<file path="config.mk">
export PLATFORM = sky130hd
export DESIGN_NAME = double_ended_queue
export DESIGN_NICKNAME = d
export VERILOG_FILES = /design/src/rtl/core/dq_pkg.sv /design/src/rtl/core/double_ended_queue.sv /design/src/rtl/core/dq_mem.sv /design/src/rtl/core/dq_ctrl.sv
export VERILOG_INCLUDE_DIRS = /design/src /design/src/rtl/core
export SDC_FILE = /design/constraint.sdc
export NUM_CORES = 1
export LEC_CHECK = 0
export BUFFER_PORTS_ARGS = -buffer_cell sky130_fd_sc_hd__clkbuf_2
export CORE_MARGIN = 1
export CORE_UTILIZATION = 56
export DETAILED_ROUTE_END_ITERATION = 6
export MAX_ROUTING_LAYER = met4
export PLACE_DENSITY = 0.8
export SYNTH_ARGS = -nofsm -noshare
export SYNTH_HDL_FRONTEND = slang
export SYNTH_SLANG_ARGS = --single-unit
</file>
<file path="constraint.sdc">
create_clock -name clk -period 5.3 [get_ports clk]
set_input_delay 0.265 -clock clk [delete_from_list [all_inputs] [get_ports clk]]
set_output_delay 0.265 -clock clk [all_outputs]
set_load 0.03 [all_outputs]
</file>
<file path="src/rtl/core/double_ended_queue_defines.svh">
// ---------------------------------------------------------------------------
// Assertion macros for the double-ended queue.
// Every macro expects a clock named clk and an active-low reset named rst_n.
// ---------------------------------------------------------------------------
`ifndef DOUBLE_ENDED_QUEUE_DEFINES_SVH
`define DOUBLE_ENDED_QUEUE_DEFINES_SVH

// Same-cycle implication.
`define DQ_ASSERT_IMP(label, ante, cons, msg) \
  label: assert property (@(posedge clk) disable iff (!rst_n) (ante) |-> (cons)) \
    else $error(msg);

// Next-cycle implication.
`define DQ_ASSERT_NXT(label, ante, cons, msg) \
  label: assert property (@(posedge clk) disable iff (!rst_n) (ante) |=> (cons)) \
    else $error(msg);

`endif

</file>
<file path="src/rtl/core/dq_pkg.sv">
// ---------------------------------------------------------------------------
// dq_pkg
// Command codes, error codes and the control-to-output status record.
// ---------------------------------------------------------------------------
package dq_pkg;

  typedef enum logic [2:0] {
    CMD_PUSH_BACK  = 3'd0,
    CMD_PUSH_FRONT = 3'd1,
    CMD_POP_BACK   = 3'd2,
    CMD_POP_FRONT  = 3'd3,
    CMD_CLEAR      = 3'd4
  } cmd_t;

  typedef enum logic [1:0] {
    ERR_NONE  = 2'd0,
    ERR_EMPTY = 2'd1,
    ERR_FULL  = 2'd2
  } err_t;

  typedef struct packed {
    logic load;   // read data is valid and the output register takes it
    logic empty;  // queue holds no words after the transaction
    err_t err;
  } dq_stat_t;

endpackage

</file>
<file path="src/rtl/core/double_ended_queue.sv">
// ---------------------------------------------------------------------------
// double_ended_queue
// Bounded double-ended queue on a ring of DEPTH memory slots.
// ---------------------------------------------------------------------------
// Input channel: in_valid / in_stall carry a command (push back, push front,
// pop back, pop front, clear) and a word used by the push commands.
// Result channel: out_valid / out_stall carry, for every transaction, the
// front and back words (zero when empty), the element count, an empty flag
// and an error code (pop on empty, push on full; either leaves the queue
// unchanged).
// Each transaction runs in order: the slot write at accept, then a
// two-port registered read of the front and back slots, then the load
// into the output register. in_stall stays high until the load, so a new
// transaction is accepted only once the last one has been loaded.
// The output register holds a result while out_stall is high; the next
// transaction can already be accepted and waits in its load step until the
// register frees up.
// Reset (synchronous, rst_n low) empties the queue and drops any pending
// result; the slot memory is not cleared and needs no pass after reset.
// ---------------------------------------------------------------------------
module double_ended_queue
  import dq_pkg::*;
#(
  parameter int DEPTH      = 16,
  parameter int DATA_WIDTH = 32
) (
  input  logic                                   clk,
  input  logic                                   rst_n,
  input  logic                                   in_valid,
  output logic                                   in_stall,
  input  logic [2:0]                             in_cmd,
  input  logic signed [DATA_WIDTH-1:0]           in_push_value,
  output logic                                   out_valid,
  input  logic                                   out_stall,
  output logic signed [DATA_WIDTH-1:0]           out_front_value,
  output logic signed [DATA_WIDTH-1:0]           out_back_value,
  output logic [$clog2(DEPTH + 1)-1:0]           out_element_count,
  output logic                                   out_is_empty,
  output logic [1:0]                             out_error_code
);

  localparam int AW = $clog2(DEPTH);
  localparam int CW = $clog2(DEPTH + 1);

  dq_stat_t                     stat;
  logic [CW-1:0]                count;
  logic                         out_free;
  logic                         wr_en;
  logic [AW-1:0]                wr_addr;
  logic signed [DATA_WIDTH-1:0] wr_data;
  logic                         rd_en;
  logic [AW-1:0]                rd_addr_a;
  logic [AW-1:0]                rd_addr_b;
  logic signed [DATA_WIDTH-1:0] rd_data_a;
  logic signed [DATA_WIDTH-1:0] rd_data_b;

  logic                         out_valid_r;
  logic signed [DATA_WIDTH-1:0] front_r;
  logic signed [DATA_WIDTH-1:0] back_r;
  logic [CW-1:0]                count_r;
  logic                         empty_r;
  err_t                         err_r;

  assign out_free = !out_valid_r || !out_stall;

  dq_ctrl #(
    .DEPTH      (DEPTH),
    .DATA_WIDTH (DATA_WIDTH),
    .AW         (AW),
    .CW         (CW)
  ) u_ctrl (
    .clk           (clk),
    .rst_n         (rst_n),
    .in_valid      (in_valid),
    .in_stall      (in_stall),
    .in_cmd        (in_cmd),
    .in_push_value (in_push_value),
    .out_free      (out_free),
    .stat          (stat),
    .count         (count),
    .wr_en         (wr_en),
    .wr_addr       (wr_addr),
    .wr_data       (wr_data),
    .rd_en         (rd_en),
    .rd_addr_a     (rd_addr_a),
    .rd_addr_b     (rd_addr_b)
  );

  dq_mem #(
    .DEPTH      (DEPTH),
    .DATA_WIDTH (DATA_WIDTH),
    .AW         (AW)
  ) u_mem (
    .clk       (clk),
    .wr_en     (wr_en),
    .wr_addr   (wr_addr),
    .wr_data   (wr_data),
    .rd_en     (rd_en),
    .rd_addr_a (rd_addr_a),
    .rd_addr_b (rd_addr_b),
    .rd_data_a (rd_data_a),
    .rd_data_b (rd_data_b)
  );

  always_ff @(posedge clk) begin
    if (!rst_n) begin
      out_valid_r <= 1'b0;
    end else if (stat.load) begin
      out_valid_r <= 1'b1;
    end else if (!out_stall) begin
      out_valid_r <= 1'b0;
    end
  end

  // Zero the words of an empty queue; stale slots are never shown.
  always_ff @(posedge clk) begin
    if (stat.load) begin
      front_r <= stat.empty ? '0 : rd_data_a;
      back_r  <= stat.empty ? '0 : rd_data_b;
      count_r <= count;
      empty_r <= stat.empty;
      err_r   <= stat.err;
    end
  end

  assign out_valid         = out_valid_r;
  assign out_front_value   = front_r;
  assign out_back_value    = back_r;
  assign out_element_count = count_r;
  assign out_is_empty      = empty_r;
  assign out_error_code    = err_r;

endmodule

</file>
<file path="src/rtl/core/dq_mem.sv">
// ---------------------------------------------------------------------------
// dq_mem
// Slot storage: one write port, two read ports with registered read data.
// ---------------------------------------------------------------------------
module dq_mem #(
  parameter int DEPTH      = 16,
  parameter int DATA_WIDTH = 32,
  parameter int AW         = 4
) (
  input  logic                         clk,
  input  logic                         wr_en,
  input  logic [AW-1:0]                wr_addr,
  input  logic signed [DATA_WIDTH-1:0] wr_data,
  input  logic                         rd_en,
  input  logic [AW-1:0]                rd_addr_a,
  input  logic [AW-1:0]                rd_addr_b,
  output logic signed [DATA_WIDTH-1:0] rd_data_a,
  output logic signed [DATA_WIDTH-1:0] rd_data_b
);

  logic signed [DATA_WIDTH-1:0] slot_mem_r [DEPTH];
  logic signed [DATA_WIDTH-1:0] rd_a_r;
  logic signed [DATA_WIDTH-1:0] rd_b_r;

  always_ff @(posedge clk) begin
    if (wr_en) begin
      slot_mem_r[wr_addr] <= wr_data;
    end
  end

  always_ff @(posedge clk) begin
    if (rd_en) begin
      rd_a_r <= slot_mem_r[rd_addr_a];
      rd_b_r <= slot_mem_r[rd_addr_b];
    end
  end

  assign rd_data_a = rd_a_r;
  assign rd_data_b = rd_b_r;

endmodule

</file>
<file path="src/rtl/core/dq_ctrl.sv">
// ---------------------------------------------------------------------------
// dq_ctrl
// Ring indexes, element count and the write / read / load sequencer.
// ---------------------------------------------------------------------------
`include "double_ended_queue_defines.svh"

module dq_ctrl
  import dq_pkg::*;
#(
  parameter int DEPTH      = 16,
  parameter int DATA_WIDTH = 32,
  parameter int AW         = 4,
  parameter int CW         = 5
) (
  input  logic                         clk,
  input  logic                         rst_n,
  input  logic                         in_valid,
  output logic                         in_stall,
  input  logic [2:0]                   in_cmd,
  input  logic signed [DATA_WIDTH-1:0] in_push_value,
  input  logic                         out_free,
  output dq_stat_t                     stat,
  output logic [CW-1:0]                count,
  output logic                         wr_en,
  output logic [AW-1:0]                wr_addr,
  output logic signed [DATA_WIDTH-1:0] wr_data,
  output logic                         rd_en,
  output logic [AW-1:0]                rd_addr_a,
  output logic [AW-1:0]                rd_addr_b
);

  localparam int SW = CW + 1;

  typedef enum logic [2:0] {
    S_IDLE = 3'b001,
    S_RD   = 3'b010,
    S_LOAD = 3'b100
  } state_t;

  state_t        st_r, st_nxt;
  logic [AW-1:0] front_r, front_nxt;
  logic [CW-1:0] count_r, count_nxt;
  err_t          err_r, err_nxt;
  logic          acc;
  logic          full;
  logic          empty;
  logic          push_cmd;

  // Reduce a sum below twice the depth to a ring position.
  function automatic logic [AW-1:0] wrap(input logic [SW-1:0] s);
    logic [SW-1:0] d;
    d = s - SW'(DEPTH);
    return (s >= SW'(DEPTH)) ? d[AW-1:0] : s[AW-1:0];
  endfunction

  assign acc      = in_valid && (st_r == S_IDLE);
  assign in_stall = (st_r != S_IDLE);
  assign full     = (count_r == CW'(DEPTH));
  assign empty    = (count_r == '0);
  assign push_cmd = (in_cmd == CMD_PUSH_BACK) || (in_cmd == CMD_PUSH_FRONT);
  assign wr_data  = in_push_value;

  always_comb begin
    front_nxt = front_r;
    count_nxt = count_r;
    err_nxt   = err_r;
    wr_en     = 1'b0;
    wr_addr   = front_r;
    if (acc) begin
      err_nxt = ERR_NONE;
      case (in_cmd)
        CMD_PUSH_BACK: begin
          if (full) begin
            err_nxt = ERR_FULL;
          end else begin
            wr_en     = 1'b1;
            wr_addr   = wrap(SW'(front_r) + SW'(count_r));
            count_nxt = count_r + CW'(1);
          end
        end
        CMD_PUSH_FRONT: begin
          if (full) begin
            err_nxt = ERR_FULL;
          end else begin
            front_nxt = (front_r == '0) ? AW'(DEPTH - 1) : front_r - AW'(1);
            wr_en     = 1'b1;
            wr_addr   = front_nxt;
            count_nxt = count_r + CW'(1);
          end
        end
        CMD_POP_BACK: begin
          if (empty) begin
            err_nxt = ERR_EMPTY;
          end else begin
            count_nxt = count_r - CW'(1);
          end
        end
        CMD_POP_FRONT: begin
          if (empty) begin
            err_nxt = ERR_EMPTY;
          end else begin
            front_nxt = (front_r == AW'(DEPTH - 1)) ? '0 : front_r + AW'(1);
            count_nxt = count_r - CW'(1);
          end
        end
        CMD_CLEAR: begin
          front_nxt = '0;
          count_nxt = '0;
        end
        default: begin
        end
      endcase
    end
  end

  // Reads go out the cycle after the write, so the same entry never sees
  // a read and a write at one edge.
  assign rd_en     = (st_r == S_RD);
  assign rd_addr_a = front_r;
  assign rd_addr_b = empty ? front_r
                           : wrap(SW'(front_r) + SW'(count_r) - SW'(1));

  always_comb begin
    st_nxt = st_r;
    case (st_r)
      S_IDLE:  if (acc) st_nxt = S_RD;
      S_RD:    st_nxt = S_LOAD;
      S_LOAD:  if (out_free) st_nxt = S_IDLE;
      default: st_nxt = S_IDLE;
    endcase
  end

  always_ff @(posedge clk) begin
    if (!rst_n) begin
      st_r    <= S_IDLE;
      front_r <= '0;
      count_r <= '0;
      err_r   <= ERR_NONE;
    end else begin
      st_r    <= st_nxt;
      front_r <= front_nxt;
      count_r <= count_nxt;
      err_r   <= err_nxt;
    end
  end

  assign stat.load  = (st_r == S_LOAD) && out_free;
  assign stat.empty = empty;
  assign stat.err   = err_r;
  assign count      = count_r;

  `DQ_ASSERT_IMP(a_count_bound, 1'b1, count_r <= CW'(DEPTH), "count above depth")
  `DQ_ASSERT_IMP(a_front_bound, 1'b1, front_r <= AW'(DEPTH - 1), "front index out of ring")
  `DQ_ASSERT_NXT(a_acc_then_read, acc, st_r == S_RD, "accepted transaction skipped read")
  `DQ_ASSERT_NXT(a_full_push_hold, acc && full && push_cmd, $stable(count_r) && !$past(wr_en),
                 "push on full queue changed state")

endmodule

</file>
# [Word-level counts from Yosys, hierarchy flattened]
# Memories as Yosys holds them, arrays and structs flattened. A register that Yosys moved wholly into a read port is not among the register bits.
# Cells that the tools add are included.
[totals] reg_bits=87 mem_bits_rw=512 in_bits=39 n_memories=1
[classes] addsub=8 order_cmp=2 n_eq_ne=16 mux=27 n_reduce_logical=15
[memory_table] memory="u_mem.slot_mem_r" depth=16 width=32 read_ports=2 rd_ports_with_merged_regs=2 wr=1 line="dq_mem.sv:21" source="logic signed [DATA_WIDTH-1:0] slot_mem_r [DEPTH];"
[ops] operator="$mux 4" n=9
[ops] operator="$pmux 5 s3" n=1
[ops] operator="$ge 6x5->1 const B" n=2
[ops] operator="$pmux 4 s3" n=1
[ops] operator="$sub 4x1->4 const B" n=3
[ops] operator="$mux 5" n=2
[ops] operator="$eq 3x2->1 const B" n=3
[ops] operator="$pmux 3 s3" n=1
[ops] operator="$mux 1" n=8
[ops] operator="$pmux 4 s2" n=1
[ops] operator="$add 4x5->6" n=1
[ops] operator="$eq 3x1->1 const B" n=2
[ops] operator="$eq 3x3->1 const B" n=2
[ops] operator="$mux 3" n=2
[ops] operator="$ne 2x1->1 const B" n=3
[ops] operator="$ne 2x2->1 const B" n=3
[ops] operator="$reduce_bool 3->1" n=2
[ops] operator="$sub 6x1->6 const B" n=1
[ops] operator="$add 5x1->5 const B" n=1
[ops] operator="$eq 5x5->1 const B" n=1
[ops] operator="$logic_not 5->1" n=1
[ops] operator="$sub 5x1->5 const B" n=1
[ops] operator="$add 4x1->4 const B" n=1
[ops] operator="$eq 4x4->1 const B" n=1
[ops] operator="12 further kinds" n=15

# [Longest topological paths before layout]
[depth] word_depth=6 depth_mapped=12 depth_no_buf=10

# [Modules after synthesis]
# A second synthesis with hierarchy kept.
[unflattened] hier_cells=1482 area_unflattened_um2=29193.0
[modules_own_cells] module="dq_mem" n_inst=1 cells_each=1141 area_per_inst_um2=24828.8 seq_area_each_um2=17296.6
[modules_own_cells] module="double_ended_queue" n_inst=1 cells_each=147 area_per_inst_um2=2834.0 seq_area_each_um2=2182.1
[modules_own_cells] module="dq_ctrl" n_inst=1 cells_each=194 area_per_inst_um2=1530.2 seq_area_each_um2=280.3

# [Worst setup path after synthesis]
# OpenSTA, ideal clock, no wires.
[synth_timing] kind="reg-to-reg" from="register u_ctrl.st_r[2]" to="register back_r[0], in the netlist out_back_value[0] (enable)" arrival_ps=4326 setup_slack_ps=448 stages_incl_launch_ff=3 n_path_buf=0 synth_period_minus_slack_ps=4852 cell_sequence="dfxtp_1 -> or3b_2 -> a21oi_1"
[synth_rtl] element="from (decl)" line="dq_ctrl.sv:40" source="state_t st_r, st_nxt;"
[synth_rtl] element="from (signal assigned)" line="dq_ctrl.sv:140" source="st_r <= st_nxt;"
[synth_rtl] element="to (signal assigned)" line="double_ended_queue.sv:119" source="back_r <= stat.empty ? '0 : rd_data_b;"
[synth_rtl] element="to (decl)" line="double_ended_queue.sv:59" source="logic signed [DATA_WIDTH-1:0] back_r;"

# [Worst setup path after layout]
[layout_timing] from="register u_ctrl.front_r[1], in the netlist u_ctrl.rd_addr_a[1]" to="memory u_mem.slot_mem_r[3][29] (enable)"
[layout_between] elab_chain_len=6 elab_cells_between_ends=11 cone_classes="add/sub (3); order compare (1); mux (6); reduce/logical (1)"
[layout_rtl] element="from (decl)" line="dq_ctrl.sv:41" source="logic [AW-1:0] front_r, front_nxt;"
[layout_rtl] element="from (signal assigned)" line="dq_ctrl.sv:141" source="front_r <= front_nxt;"
[layout_rtl] element="$add 4x5->6" line="dq_ctrl.sv:77" source="wr_addr = wrap(SW'(front_r) + SW'(count_r));"
[layout_rtl] element="$ge 6x5->1 / $sub 4x1->4 (equally long branches)" line="dq_ctrl.sv:53, dq_ctrl.sv:52"
[layout_rtl] element="$mux 4" line="dq_ctrl.sv:53" source="return (s >= SW'(DEPTH)) ? d[AW-1:0] : s[AW-1:0];"
[layout_rtl] element="$mux 4" line="dq_ctrl.sv:73" source="if (full) begin"
[layout_rtl] element="$pmux 4 s2" line="dq_ctrl.sv:71" source="case (in_cmd)"
[layout_rtl] element="$mux 4 (*)" line="dq_ctrl.sv:69" source="if (acc) begin"
[layout_rtl] element="to (decl)" line="dq_mem.sv:21"
# Mark *: on every way between the ends. The rest lies on a longest branch, timed or not.

==> results.md <==
- Detailed Route WL: 73.6 mm
- Outcome: complete, no violations
- Multi-input combinational cell area: 0.00923 sq mm
- Clock-pin slew on the worst setup and hold paths: 0.06 ns
- Setup TNS: 0 ns
- Pins Over Slew Limit: 0
- HPWL after DPL: 40.2 mm
- Total core area: 0.0515 sq mm
- Post-DP Area: 0.0309 sq mm
- Leak pwr: 10.3 nW
- Clk buf depth: 3
- Worst Path Required: 5.63 ns
- Synth top area share: 0.664
- FMAX: 230 MHz
- Initial antenna violation count: 1
- Worst-path cell chain: ha_1 -> a211o_1 -> and3_1 -> o31ai_1 -> or3b_2 -> o21ai_0 -> nor2_4 -> buf_12
- Top cells by area, synth: edfxtp_1 66%, mux4_2 22%, o21ai_0 2.3%, and2_1 1.4%, dfxtp_1 1.0%
- Mapped Cells: 1501
- Largest net degree at the start of global routing: 79
- Post-Route Utilization: 0.640
- Vias per cell: 7.14
- CP max stage cell: o21ai_0
- Synth warn: 0
- Overall global routing resource usage: 0.294
- Synth async-reset ratio: 0
- I/O Pins: 113
- Setup violations, final: 0
- Family with the most delay on the worst path: compound AO/OA/AOI/OAI gates
- CTS tree: yes
- P per Cell Area: 360 mW/mm^2
- First-pass GRT wire length: 109 mm
- Die area: 0.0532 sq mm
- Max VDD drop: 0.246 mV
- Root buffer cell: clkbuf_16
- Crit-path max cell delay: 1.11 ns
- Final instance area: 0.0330 sq mm
- Fill count: 3468
- Wire length per cell: 31.3 microns
- Critical path class: flip-flop to flip-flop
- Die X: 231 microns
- Die Span Y: 231 microns
- # resized after CTS: 0
- Starting Density: 0.569
- Ys flop type: edfxtp_1
- Crit path capture type: flip-flop
- Buf/Inv on CP: 1
- Sequential fraction of the synthesis area: 0.674
- Synth Register Bits: 663
- RSZ-0062 raised after global routing: false
- Startpoint Class: flip-flop
- CTS buffer count: 68
- Max transition margin: 0.0554
- Mean Syn Cell Area: 19.5 sq um
- Number of global-route vias before repair: 17000
- Worst-path fanout max: 27
- DRC errors left: 0
- Clock skew: 0.0228 ns
- Overall Power: 11.9 mW
- Worst Tran Pin Value: 1.40 ns
- Final cycle utilization of the critical path: 0.819
- Netlist Area Pre-Place: 0.0293 sq mm
- Share of layout cells above drive strength 1: 0.342
- Via count: 16800
- Clk sinks: 663
- Net count after synthesis: 1551
- Placement Rows: 83
- Post-synthesis cell type count: 62
- Synth area leader: edfxtp_1
- Worst-Skew Late Latency: 0.60 ns
- Max cap viols: 0
- Remaining antenna violation count: 0
- DR iter-0 viols: 2257
- Fin nets: 1672
- Post-synth EDFFs: 648
- Pre-Repair DR Iteration Count: 5
- Seq. cell area: 0.0198 sq mm
- Final hold slack: 0.0672 ns
- Gp weighted congestion: 0.823
- Number of buffers added on ports: 112
- Worst Hold Class: primary input to flip-flop
- Max H-tree Level: 3
- Congestion Overflow GR: 0
- Fin. Hold Viols: 0
- Final min period: 4.34 ns
- P&R area growth vs syn: 12.6%
- CP arrival: 4.67 ns
path summary, 6_finish.rpt:
check                           cells after the start                             start  slack, ns                                 to
worst max register to register                      8  u_ctrl.rd_addr_a[1]$_SDFFE_PN0P_       0.96  u_mem.slot_mem_r[3][29]$_DFFE_PP_
worst max-delay path                                8  u_ctrl.rd_addr_a[1]$_SDFFE_PN0P_       0.96  u_mem.slot_mem_r[3][29]$_DFFE_PP_
worst min-delay path                                3                             rst_n       0.07   u_ctrl.rd_addr_a[0]$_SDFFE_PN0P_
worst min register to register                      0      u_ctrl.err_r[0]$_SDFFE_PN0P_       0.44        out_error_code[0]$_DFFE_PP_
final cells by class:
| class | instances | share of cell area |
|---|---|---|
| clock inverters | 35 | 0.00971 |
| inverters | 16 | 0.00182 |
| multi-input cells | 720 | 0.280 |
| clock buffers | 81 | 0.0537 |
| well taps | 680 | 0.0258 |
| diodes | 1 | 0.0000759 |
| flip-flops and latches | 663 | 0.599 |
| repair buffers | 153 | 0.0294 |
report_power, final:
| part | total [mW] | internal (mW) | switching (mW) |
|---|---|---|---|
| clock network | 4.58 | 2.67 | 1.91 |
| logic | 1.41 | 0.625 | 0.782 |
| registers | 5.87 | 5.83 | 0.0414 |
| total | 11.9 | 9.12 | 2.74 |
flip-flops by register name (all words and copies together) (netlist names):
signal	count
u_ctrl.count	5
out_back_value	32
out_front_value	32
u_ctrl.st_r	3
out_valid	1
out_error_code	2
u_mem.rd_data_b	32
u_mem.slot_mem_r	512
out_is_empty	1
u_mem.rd_data_a	32
u_ctrl.rd_addr_a	4
out_element_count	5
u_ctrl.err_r	2
tightest hold or removal path, cell delays in order:
cell	delay, ns
clkbuf_2	0.19
o21ai_0	0.12
nor2_1	0.05
layer usage:
metal  vias up  GRT usage  routed length (microns)
met2      1298      0.452                    35900
met5         -          -                        0
met1      8651      0.384                    26600
li1       6599          -                        -
met3       221     0.0640                     8300
met4         0      0.122                     2900
timing repair:
item | CTS | global route
hold endpoints to repair | 1 | 0
setup endpoints to repair | 0 | 0
buffers inserted | 0 | 0
hold buffers | 1 | 0
synthesized netlist by cell type, drive strengths merged, types with 3 or more instances:
| library cell | n |
|---|---|
| nand3 | 11 |
| o32ai | 3 |
| clkbuf | 69 |
| ha | 9 |
| a211oi | 7 |
| o21ai | 142 |
| nand2 | 15 |
| buf | 33 |
| nor2b | 9 |
| and2 | 66 |
| mux2 | 4 |
| a21oi | 21 |
| nor3 | 10 |
| or3 | 4 |
| mux4 | 284 |
| nor4 | 3 |
| a21boi | 10 |
| mux2i | 4 |
| dfxtp | 15 |
| or3b | 3 |
| xor2 | 3 |
| edfxtp | 648 |
| nor2 | 37 |
| nand2b | 3 |
| inv | 15 |
| nand4 | 34 |
| and3 | 3 |
cell families after synthesis:
logic type	Yosys count	synth area share
buf+inv	118	0.0172
xor+xnor	6	0.00226
mux	292	0.221
flops	663	0.674
compound gates	203	0.0389
fa+ha+maj	11	0.00521
simple gates	208	0.0407
stage by stage:
step	instances	setup WS (ns)
after floorplan	1501	0.448
after global placement	2231	1.13
after detailed placement	2231	1.08
after CTS	2348	0.962
after global routing	2349	0.753
final	2349	0.960
cell usage in the layout, fill, tap and decap left out, types with 18 or more instances in the layout:
| cell type | count |
|---|---|
| a21oi_1 | 20 |
| and2_1 | 66 |
| buf_4 | 32 |
| clkbuf_16 | 69 |
| clkbuf_2 | 112 |
| edfxtp_1 | 648 |
| mux4_2 | 284 |
| nand4_1 | 34 |
| nor2_1 | 18 |
| nor2_4 | 18 |
| o21ai_0 | 136 |
No activity file was read; power rests on OpenSTA's default activity.
